File: src/rtl/ccpd_pkg.sv
package ccpd_pkg;

    // Frame identifiers, low 12 bits
    localparam logic [11:0] ID_SIGNAL = 12'h181;
    localparam logic [11:0] ID_LEFT   = 12'h633;
    localparam logic [11:0] ID_RIGHT  = 12'h634;

    // Seen-mask bits
    localparam logic [2:0] MASK_SIGNAL = 3'b001;
    localparam logic [2:0] MASK_LEFT   = 3'b010;
    localparam logic [2:0] MASK_RIGHT  = 3'b100;
    localparam logic [2:0] MASK_ALL    = 3'b111;

    // Direction pair codes
    localparam logic [1:0] PAIR_IDLE = 2'b00;
    localparam logic [1:0] PAIR_SET  = 2'b01;

    // Stream word widths
    localparam int S_DATA_W = 64;
    localparam int M_DATA_W = 56;

    typedef enum logic [1:0] {
        GEAR_NEUTRAL = 2'd0,
        GEAR_DRIVE   = 2'd1,
        GEAR_REVERSE = 2'd2
    } gear_t;

    typedef enum logic [1:0] {
        SIGN_ZERO = 2'd0,
        SIGN_NEG  = 2'd1,
        SIGN_POS  = 2'd2
    } sign_t;

    // One received frame plus host flags
    typedef struct packed {
        logic [11:0]     frame_id;
        logic [5:0][7:0] data;
        logic            in_process;
        logic            last_in_batch;
    } frame_t;

    // Held command state
    typedef struct packed {
        logic [2:0]  seen_mask;
        logic [10:0] steer;
        logic [10:0] arm;
        logic [10:0] bucket;
        logic [7:0]  throttle;
        logic [7:0]  brake;
        gear_t       gear;
        logic        front_light;
        logic        back_light;
        logic        wiper;
        logic        emergency_stop;
        logic        resume_request;
    } hold_t;

    // Emitted command record
    typedef struct packed {
        logic [10:0] steer;
        logic [10:0] arm;
        logic [10:0] bucket;
        logic [7:0]  throttle;
        logic [7:0]  brake;
        gear_t       gear;
        logic        front_light;
        logic        back_light;
        logic        wiper;
        logic        emergency_stop;
        logic        resume_request;
    } result_t;

    typedef struct packed {
        logic  ok;
        sign_t sign;
    } dir_check_t;

    // 10-bit magnitude times direction, as 11-bit two's complement
    function automatic logic [10:0] apply_sign(logic [9:0] mag, sign_t sign);
        logic [10:0] wide;
        wide = {1'b0, mag};
        case (sign)
            SIGN_POS: apply_sign = wide;
            SIGN_NEG: apply_sign = 11'd0 - wide;
            default:  apply_sign = 11'd0;
        endcase
    endfunction

    function automatic logic pair_ok(logic [1:0] pair);
        pair_ok = (pair == PAIR_IDLE) || (pair == PAIR_SET);
    endfunction

    // Direction from pair 3:2, else pair 5:4; keep prev when both idle
    function automatic dir_check_t stick_dir(logic [7:0] b, sign_t prev);
        dir_check_t res;
        res.ok   = 1'b1;
        res.sign = prev;
        if (b[3:2] != PAIR_IDLE) begin
            res.ok   = (b[3:2] == PAIR_SET);
            res.sign = SIGN_NEG;
        end else if (b[5:4] != PAIR_IDLE) begin
            res.ok   = (b[5:4] == PAIR_SET);
            res.sign = SIGN_POS;
        end
        stick_dir = res;
    endfunction

endpackage

File: src/rtl/ccpd_in_stage.sv
module ccpd_in_stage (
    input  logic                            aclk,
    input  logic                            aresetn,
    input  logic                            s_tvalid,
    output logic                            s_tready,
    // frame_id[11:0], byte0..byte5 [59:12], zero pad [63:60]
    input  logic [ccpd_pkg::S_DATA_W-1:0]   s_tdata,
    // in_process
    input  logic                            s_tuser,
    input  logic                            s_tlast,
    input  logic                            advance,
    output logic                            frame_valid,
    output ccpd_pkg::frame_t                frame
);
    import ccpd_pkg::*;

    logic   in_valid_reg;
    logic   in_valid_next;
    frame_t frame_reg;
    frame_t frame_next;
    logic   take;

    // Accept a word when empty or when the held word moves on
    assign s_tready = !in_valid_reg || advance;
    assign take     = s_tvalid && s_tready;

    // Unpack the incoming word
    always_comb begin
        frame_next.frame_id      = s_tdata[11:0];
        frame_next.data[0]       = s_tdata[19:12];
        frame_next.data[1]       = s_tdata[27:20];
        frame_next.data[2]       = s_tdata[35:28];
        frame_next.data[3]       = s_tdata[43:36];
        frame_next.data[4]       = s_tdata[51:44];
        frame_next.data[5]       = s_tdata[59:52];
        frame_next.in_process    = s_tuser;
        frame_next.last_in_batch = s_tlast;
    end

    always_comb begin
        in_valid_next = in_valid_reg;
        if (take) begin
            in_valid_next = 1'b1;
        end else if (advance) begin
            in_valid_next = 1'b0;
        end
    end

    always_ff @(posedge aclk) begin
        if (!aresetn) begin
            in_valid_reg <= 1'b0;
        end else begin
            in_valid_reg <= in_valid_next;
        end
    end

    // Hold the payload until it advances
    always_ff @(posedge aclk) begin
        if (take) begin
            frame_reg <= frame_next;
        end
    end

    assign frame_valid = in_valid_reg;
    assign frame       = frame_reg;

endmodule

File: src/rtl/ccpd_decode.sv
module ccpd_decode (
    input  ccpd_pkg::frame_t  frame,
    input  ccpd_pkg::hold_t   hold,
    output ccpd_pkg::hold_t   hold_next,
    output logic              emit,
    output ccpd_pkg::result_t result
);
    import ccpd_pkg::*;

    logic [7:0] b0;
    logic [7:0] b1;
    logic [7:0] b2;
    logic [7:0] b3;
    logic [7:0] b4;
    logic [7:0] b5;
    logic       left_ok;
    sign_t      left_sign;
    dir_check_t arm_chk;
    dir_check_t bucket_chk;
    hold_t      decoded;

    assign b0 = frame.data[0];
    assign b1 = frame.data[1];
    assign b2 = frame.data[2];
    assign b3 = frame.data[3];
    assign b4 = frame.data[4];
    assign b5 = frame.data[5];

    // Left stick direction: pair 5:4 wins over pair 3:2
    assign left_ok = pair_ok(b0[1:0]) && pair_ok(b0[3:2]) && pair_ok(b0[5:4]);
    always_comb begin
        if (b0[5:4] == PAIR_SET) begin
            left_sign = SIGN_POS;
        end else if (b0[3:2] == PAIR_SET) begin
            left_sign = SIGN_NEG;
        end else begin
            left_sign = SIGN_ZERO;
        end
    end

    // Right stick: bucket inherits the arm direction when byte0 is idle
    assign arm_chk    = stick_dir(b2, SIGN_ZERO);
    assign bucket_chk = stick_dir(b0, arm_chk.sign);

    // Apply the frame to the held state
    always_comb begin
        decoded = hold;
        case (frame.frame_id)
            ID_SIGNAL: begin
                decoded.front_light    = b0[4];
                decoded.back_light     = b0[3];
                if (frame.in_process) begin
                    decoded.wiper = b1[0];
                end
                decoded.resume_request = (b2 != 8'd0);
                decoded.emergency_stop = (b3 != 8'd0);
                decoded.throttle       = b4;
                decoded.brake          = b5;
                decoded.seen_mask      = hold.seen_mask | MASK_SIGNAL;
            end
            ID_LEFT: begin
                if (left_ok) begin
                    decoded.steer = apply_sign({b1, b0[7:6]}, left_sign);
                    if (b5[5:4] == PAIR_SET) begin
                        decoded.gear = GEAR_DRIVE;
                    end else if (b5[7:6] == PAIR_SET) begin
                        decoded.gear = GEAR_REVERSE;
                    end else begin
                        decoded.gear = GEAR_NEUTRAL;
                    end
                    decoded.seen_mask = hold.seen_mask | MASK_LEFT;
                end
            end
            ID_RIGHT: begin
                if (arm_chk.ok) begin
                    decoded.arm = apply_sign({b3, b2[7:6]}, arm_chk.sign);
                    if (bucket_chk.ok) begin
                        decoded.bucket    = apply_sign({b1, b0[7:6]}, bucket_chk.sign);
                        decoded.seen_mask = hold.seen_mask | MASK_RIGHT;
                    end
                end
            end
            default: begin
            end
        endcase
    end

    // Emit at end of an in-process batch once all three frame types are in
    assign emit = frame.last_in_batch && frame.in_process
                  && (decoded.seen_mask == MASK_ALL);

    always_comb begin
        hold_next = decoded;
        if (emit) begin
            hold_next.seen_mask = 3'b000;
        end
    end

    always_comb begin
        result.steer          = decoded.steer;
        result.arm            = decoded.arm;
        result.bucket         = decoded.bucket;
        result.throttle       = decoded.throttle;
        result.brake          = decoded.brake;
        result.gear           = decoded.gear;
        result.front_light    = decoded.front_light;
        result.back_light     = decoded.back_light;
        result.wiper          = decoded.wiper;
        result.emergency_stop = decoded.emergency_stop;
        result.resume_request = decoded.resume_request;
    end

endmodule

File: src/rtl/ccpd_out_stage.sv
module ccpd_out_stage (
    input  logic                            aclk,
    input  logic                            aresetn,
    input  logic                            load,
    input  ccpd_pkg::result_t               result,
    output logic                            can_load,
    output logic                            m_tvalid,
    input  logic                            m_tready,
    // steer[10:0], arm[21:11], bucket[32:22], throttle[40:33], brake[48:41],
    // gear[50:49], front_light[51], back_light[52], wiper[53],
    // emergency_stop[54], resume_request[55]
    output logic [ccpd_pkg::M_DATA_W-1:0]   m_tdata
);
    import ccpd_pkg::*;

    logic                out_valid_reg;
    logic                out_valid_next;
    logic [M_DATA_W-1:0] out_data_reg;
    logic [M_DATA_W-1:0] out_data_next;

    // Free when empty or when the held word is taken this cycle
    assign can_load = !out_valid_reg || m_tready;

    // Pack the record, first field lowest
    always_comb begin
        out_data_next = {result.resume_request, result.emergency_stop, result.wiper,
                         result.back_light, result.front_light, result.gear,
                         result.brake, result.throttle, result.bucket,
                         result.arm, result.steer};
    end

    always_comb begin
        out_valid_next = out_valid_reg;
        if (load) begin
            out_valid_next = 1'b1;
        end else if (m_tready) begin
            out_valid_next = 1'b0;
        end
    end

    always_ff @(posedge aclk) begin
        if (!aresetn) begin
            out_valid_reg <= 1'b0;
        end else begin
            out_valid_reg <= out_valid_next;
        end
    end

    always_ff @(posedge aclk) begin
        if (load) begin
            out_data_reg <= out_data_next;
        end
    end

    assign m_tvalid = out_valid_reg;
    assign m_tdata  = out_data_reg;

endmodule

File: src/rtl/can_control_panel_decoder_unit.sv
// An accepted frame is decoded from the input register and its record, if any, is
// loaded into the result register. Throughput: one frame per cycle while the result side
// is not stalled, set by the single decode stage between input and result registers.
// Reset: synchronous, active low; clears the valid flags, the seen mask and all held
// command values (gear neutral).
module can_control_panel_decoder_unit (
    input  logic                            aclk,
    input  logic                            aresetn,
    input  logic                            s_tvalid,
    output logic                            s_tready,
    // frame_id[11:0], byte0[19:12], byte1[27:20], byte2[35:28], byte3[43:36],
    // byte4[51:44], byte5[59:52], zero pad [63:60]
    input  logic [ccpd_pkg::S_DATA_W-1:0]   s_tdata,
    // in_process
    input  logic                            s_tuser,
    input  logic                            s_tlast,
    output logic                            m_tvalid,
    input  logic                            m_tready,
    // steer[10:0], arm[21:11], bucket[32:22], throttle[40:33], brake[48:41],
    // gear[50:49], front_light[51], back_light[52], wiper[53],
    // emergency_stop[54], resume_request[55]
    output logic [ccpd_pkg::M_DATA_W-1:0]   m_tdata
);
    import ccpd_pkg::*;

    logic    frame_valid;
    frame_t  frame;
    logic    advance;
    logic    can_load;
    logic    emit;
    result_t result;
    hold_t   hold_reg;
    hold_t   hold_next;

    // Move the held frame through decode when the result side has room
    assign advance = frame_valid && can_load;

    ccpd_in_stage u_in_stage (
        .aclk        (aclk),
        .aresetn     (aresetn),
        .s_tvalid    (s_tvalid),
        .s_tready    (s_tready),
        .s_tdata     (s_tdata),
        .s_tuser     (s_tuser),
        .s_tlast     (s_tlast),
        .advance     (advance),
        .frame_valid (frame_valid),
        .frame       (frame)
    );

    ccpd_decode u_decode (
        .frame     (frame),
        .hold      (hold_reg),
        .hold_next (hold_next),
        .emit      (emit),
        .result    (result)
    );

    // Update held commands once per decoded frame
    always_ff @(posedge aclk) begin
        if (!aresetn) begin
            hold_reg <= '0;
        end else if (advance) begin
            hold_reg <= hold_next;
        end
    end

    ccpd_out_stage u_out_stage (
        .aclk     (aclk),
        .aresetn  (aresetn),
        .load     (advance && emit),
        .result   (result),
        .can_load (can_load),
        .m_tvalid (m_tvalid),
        .m_tready (m_tready),
        .m_tdata  (m_tdata)
    );

endmodule

File: config.mk
export PLATFORM = sky130hd
export DESIGN_NAME = can_control_panel_decoder_unit
export DESIGN_NICKNAME = d
export VERILOG_FILES = /design/src/rtl/ccpd_pkg.sv /design/src/rtl/ccpd_in_stage.sv /design/src/rtl/ccpd_decode.sv /design/src/rtl/ccpd_out_stage.sv /design/src/rtl/can_control_panel_decoder_unit.sv
export SDC_FILE = /design/constraint.sdc
export NUM_CORES = 1
export LEC_CHECK = 0
export BUFFER_PORTS_ARGS = -buffer_cell sky130_fd_sc_hd__clkbuf_2
export CAP_MARGIN = 20
export CORE_MARGIN = 1
export CORE_UTILIZATION = 38
export CTS_CLUSTER_SIZE = 30
export DETAILED_ROUTE_END_ITERATION = 10
export HOLD_SLACK_MARGIN = 0.02
export PLACE_DENSITY = 0.64
export SLEW_MARGIN = 20
export SYNTH_ARGS = -nofsm -noshare
export SYNTH_HDL_FRONTEND = slang
export SYNTH_SLANG_ARGS = --single-unit
File: constraint.sdc
create_clock -name aclk -period 5.28 [get_ports aclk]
set_input_delay 0.528 -clock aclk [delete_from_list [all_inputs] [get_ports aclk]]
set_output_delay 0.528 -clock aclk [all_outputs]
set_load 0.005 [all_outputs]
==> flow_summary_export.csv <==
group,metric,value,unit
die,rows,50,
critical_path,crit_arrival,3.62,ns
finish,drive_gt1_share,27.7,%
synth,synthTopCellsByArea,"edfxtp_1 48%, dfxtp_1 17%, mux2_2 4.6%, nand2_1 4.6%, o21ai_0 3.1%",
route,routed_wl,15600,um
placement,numPortBuffers,122,
grt,grt_pass1_vias,4786,
route,drc,0,
placement,place_ws,1.67,ns
synth,synth_flop_cell,"edfxtp_1",
clocking,postCtsSetupRepairBufs,0,
synth,syn_area,7320,um^2
timing,final.setup.worst_slack,1.77,ns
timing,timing.hold.ws,0.269,ns
timing,clock_skew,0.00724,ns
timing,fmax,285,MHz
critical_path,r2r_slack,1.77,ns
route,drtIter0Drc,334,
power_and_ir_drop,power_density,342,nW/um^2
critical_path,critical-path-max-stage-delay,0.82,ns
timing,finalCritPeriodShare,66.6,%
synth,syn_avg_cell_area,11.8,um^2
synth,async_flop_share,0,%
die,die_x,141,um
synth,synth_top_area_cell,"edfxtp_1",
synth,ys_seq_area_share,64.7,%
synth,synth-seq-cells,178,
die,initial_core_util,39.0,%
critical_path,ff2ff_path_depth,5,
critical_path,path_class,"flop to flop",
timing,final.setup.tns,0,ns
timing,slew_viol_final,0,
route,dr.pass1.iters,5,
timing,max-slew-margin-rel,33.5,%
critical_path,worstReg2RegStart,"u_in_stage.frame[5]",
route,wl_per_cell,15.8,um
timing,finalHoldViolations,0,
timing,rsz0062_at_grt,"false",
run,drv_cap,0,
grt,antenna_found_initial,0,
clocking,path_clk_slew,0.07,ns
die,die_y,141,um
critical_path,reg2reg_to,"u_out_stage.m_tdata[35]",
finish,post-route-util,46.7,%
clocking,ctsResizeCount,0,
power_and_ir_drop,cellLeakagePower,3.12,nW
synth,synth_edf_count,117,
grt,grt_max_degree,58,
clocking,cts_tree,"yes",
synth,syn_inst,620,
route,vias,5061,
clocking,clk_latency,0.43,ns
placement,place_area,8150,um^2
critical_path,critPathBufInv,1,
status,outcome,"finished, final reports clean",
critical_path,worstSetupStartpointType,"flop",
timing,tightest_slew,0.993,ns
route,via_per_inst,5.14,
critical_path,cp.required,5.39,ns
synth,yosysTopAreaCellShare,48.0,%
finish,stdcell_count,985,
finish,final_nets,812,
clocking,cts_sinks,178,
finish,syn_to_final_growth,19.7,%
synth,yosysWarnings,0,
grt,grt_pass1_wl,24700,um
synth,synth_nets,694,
timing,setup_viol,0,
synth,synth_cell_types,61,
die,ios,128,
die,dieArea,19800,um^2
finish,antenna_cells,0,
placement,place.gp.congestion,0.860,
finish,largest_register_ffs,61,
worst_hold_path,hold_start,"s_tdata[53]",
clocking,clk_path_buf_depth,2,
critical_path,worstPathMaxFanout,30,
grt,grt.total_usage,16.5,%
finish,postLayoutCellArea,8760,um^2
clocking,cts_hold_buffers,0,
route,ant_nets,0,
power_and_ir_drop,ir_worst_vdd,228,uV
grt,grt_overflow,0,
worst_hold_path,hold_end,"u_in_stage.frame[43]",
worst_hold_path,holdPathStages,1,
critical_path,path_cells,"nor4b_2 > nand4_2 > a221oi_1 > a21boi_4 > buf_4",
timing,fin_crit,3.51,ns
critical_path,cpMaxStageDelayCell,"a21boi_4",
critical_path,crit_family,"compound AO/OA/AOI/OAI gates",
clocking,cts_max_level,4,
critical_path,critPathCaptureType,"flop",
clocking,clockRootBuffer,"clkbuf_16",
power_and_ir_drop,total_power,3.00,mW
die,coreArea,18800,um^2
worst_hold_path,hp-class,"input pin to flop",
clocking,cts_made_buffers,17,
placement,hpwl,10700,um
placement,place_inst,953,
-- cell usage in the layout, fill, tap and decap left out, types with 3 or more instances in the layout --
cell type / count
nor3_1: 13
edfxtp_1: 117
inv_1: 16
nand3_1: 6
ha_1: 4
a21o_1: 8
a22oi_1: 7
nor2_1: 45
nor2b_1: 8
nor4_1: 3
a21oi_1: 42
mux2i_1: 11
bufinv_16: 3
nand2_1: 90
dfxtp_1: 61
a211oi_1: 11
a31oi_1: 6
nand2b_1: 3
o22ai_1: 7
o21ai_0: 45
nor3b_1: 3
mux2_2: 30
or3_1: 5
clkinv_4: 3
clkbuf_16: 17
o21ai_1: 3
buf_4: 7
o31a_1: 3
clkbuf_2: 122
inv_6: 4
-- final cells by class --
type | instances | area, um^2
Tap cell | 234 | 293
Multi-Input combinational cell | 395 | 2400
Fill cell | 1727 | 10000
Inverter | 17 | 63.8
Clock buffer | 18 | 429
Timing Repair Buffer | 129 | 663
Clock inverter | 14 | 176
Sequential cell | 178 | 4730
-- where the power goes --
group	internal, mW	switching, mW
Clock	0.750	0.534
Sequential	1.52	0.0353
Combinational	0.0626	0.0961
-- cell usage after synthesis (2+ instances only) --
| cell type | n |
|---|---|
| a21oi_1 | 42 |
| dfxtp_1 | 61 |
| nand3_1 | 6 |
| or3_1 | 5 |
| nand4_2 | 2 |
| ha_1 | 4 |
| and2_1 | 3 |
| a211oi_1 | 11 |
| o31ai_1 | 2 |
| inv_1 | 16 |
| nand2b_1 | 3 |
| or2b_2 | 2 |
| o21ai_0 | 45 |
| mux2i_1 | 11 |
| nor3b_1 | 3 |
| mux2_2 | 30 |
| nor4_1 | 3 |
| xor2_1 | 2 |
| a311oi_1 | 2 |
| or2_2 | 2 |
| buf_2 | 8 |
| nor2b_1 | 8 |
| a31oi_1 | 6 |
| nand2_1 | 90 |
| nor3_1 | 13 |
| a22oi_1 | 7 |
| a21o_1 | 8 |
| xnor2_1 | 2 |
| o31a_1 | 3 |
| o21ai_1 | 3 |
| o22ai_1 | 7 |
| clkbuf_1 | 20 |
| nor2_1 | 45 |
| edfxtp_1 | 117 |
| o21a_1 | 2 |
-- how the worst max path moves through the flow --
stage | cells after the start | start | slack [ns] | end
CTS | 5 | u_in_stage.frame[5] | 1.65 | u_out_stage.m_tdata[40]
finish | 5 | u_in_stage.frame[5] | 1.77 | u_out_stage.m_tdata[35]
global placement | 5 | u_in_stage.frame[5] | 1.71 | u_out_stage.m_tdata[42]
floorplan | 5 | u_in_stage.frame[61] | 1.85 | u_out_stage.m_tdata[0]
global route | 5 | u_in_stage.frame[5] | 1.42 | u_out_stage.m_tdata[40]
detailed placement | 5 | u_in_stage.frame[5] | 1.67 | u_out_stage.m_tdata[42]
-- worst register-to-register path: stages, from the launching register on --
cell and delay (ns):
edfxtp_1 0.50, nor4b_2 0.32, nand4_2 0.55, a221oi_1 0.55, a21boi_4 0.82, buf_4 0.44
-- metal layers --
metal,part of all wire (%),up-vias,global-route usage (%)
li1,-,2500,-
met1,43,2391,20.0
met2,51,145,28.4
met3,4.2,25,3.87
met4,1.9,0,6.35
met5,0,-,0
-- logic make-up (layout without fill, tap and decap cells) --
logic type	after synthesis	count (layout)	synth area share, %
flops	178	178	64.7
mux	41	41	6.12
compound gates	144	144	11.7
fa+ha+maj	4	4	0.684
simple gates	202	202	13.7
xor+xnor	4	4	0.479
buf+inv	47	178	2.65
Power figures use the tool's default switching activity.
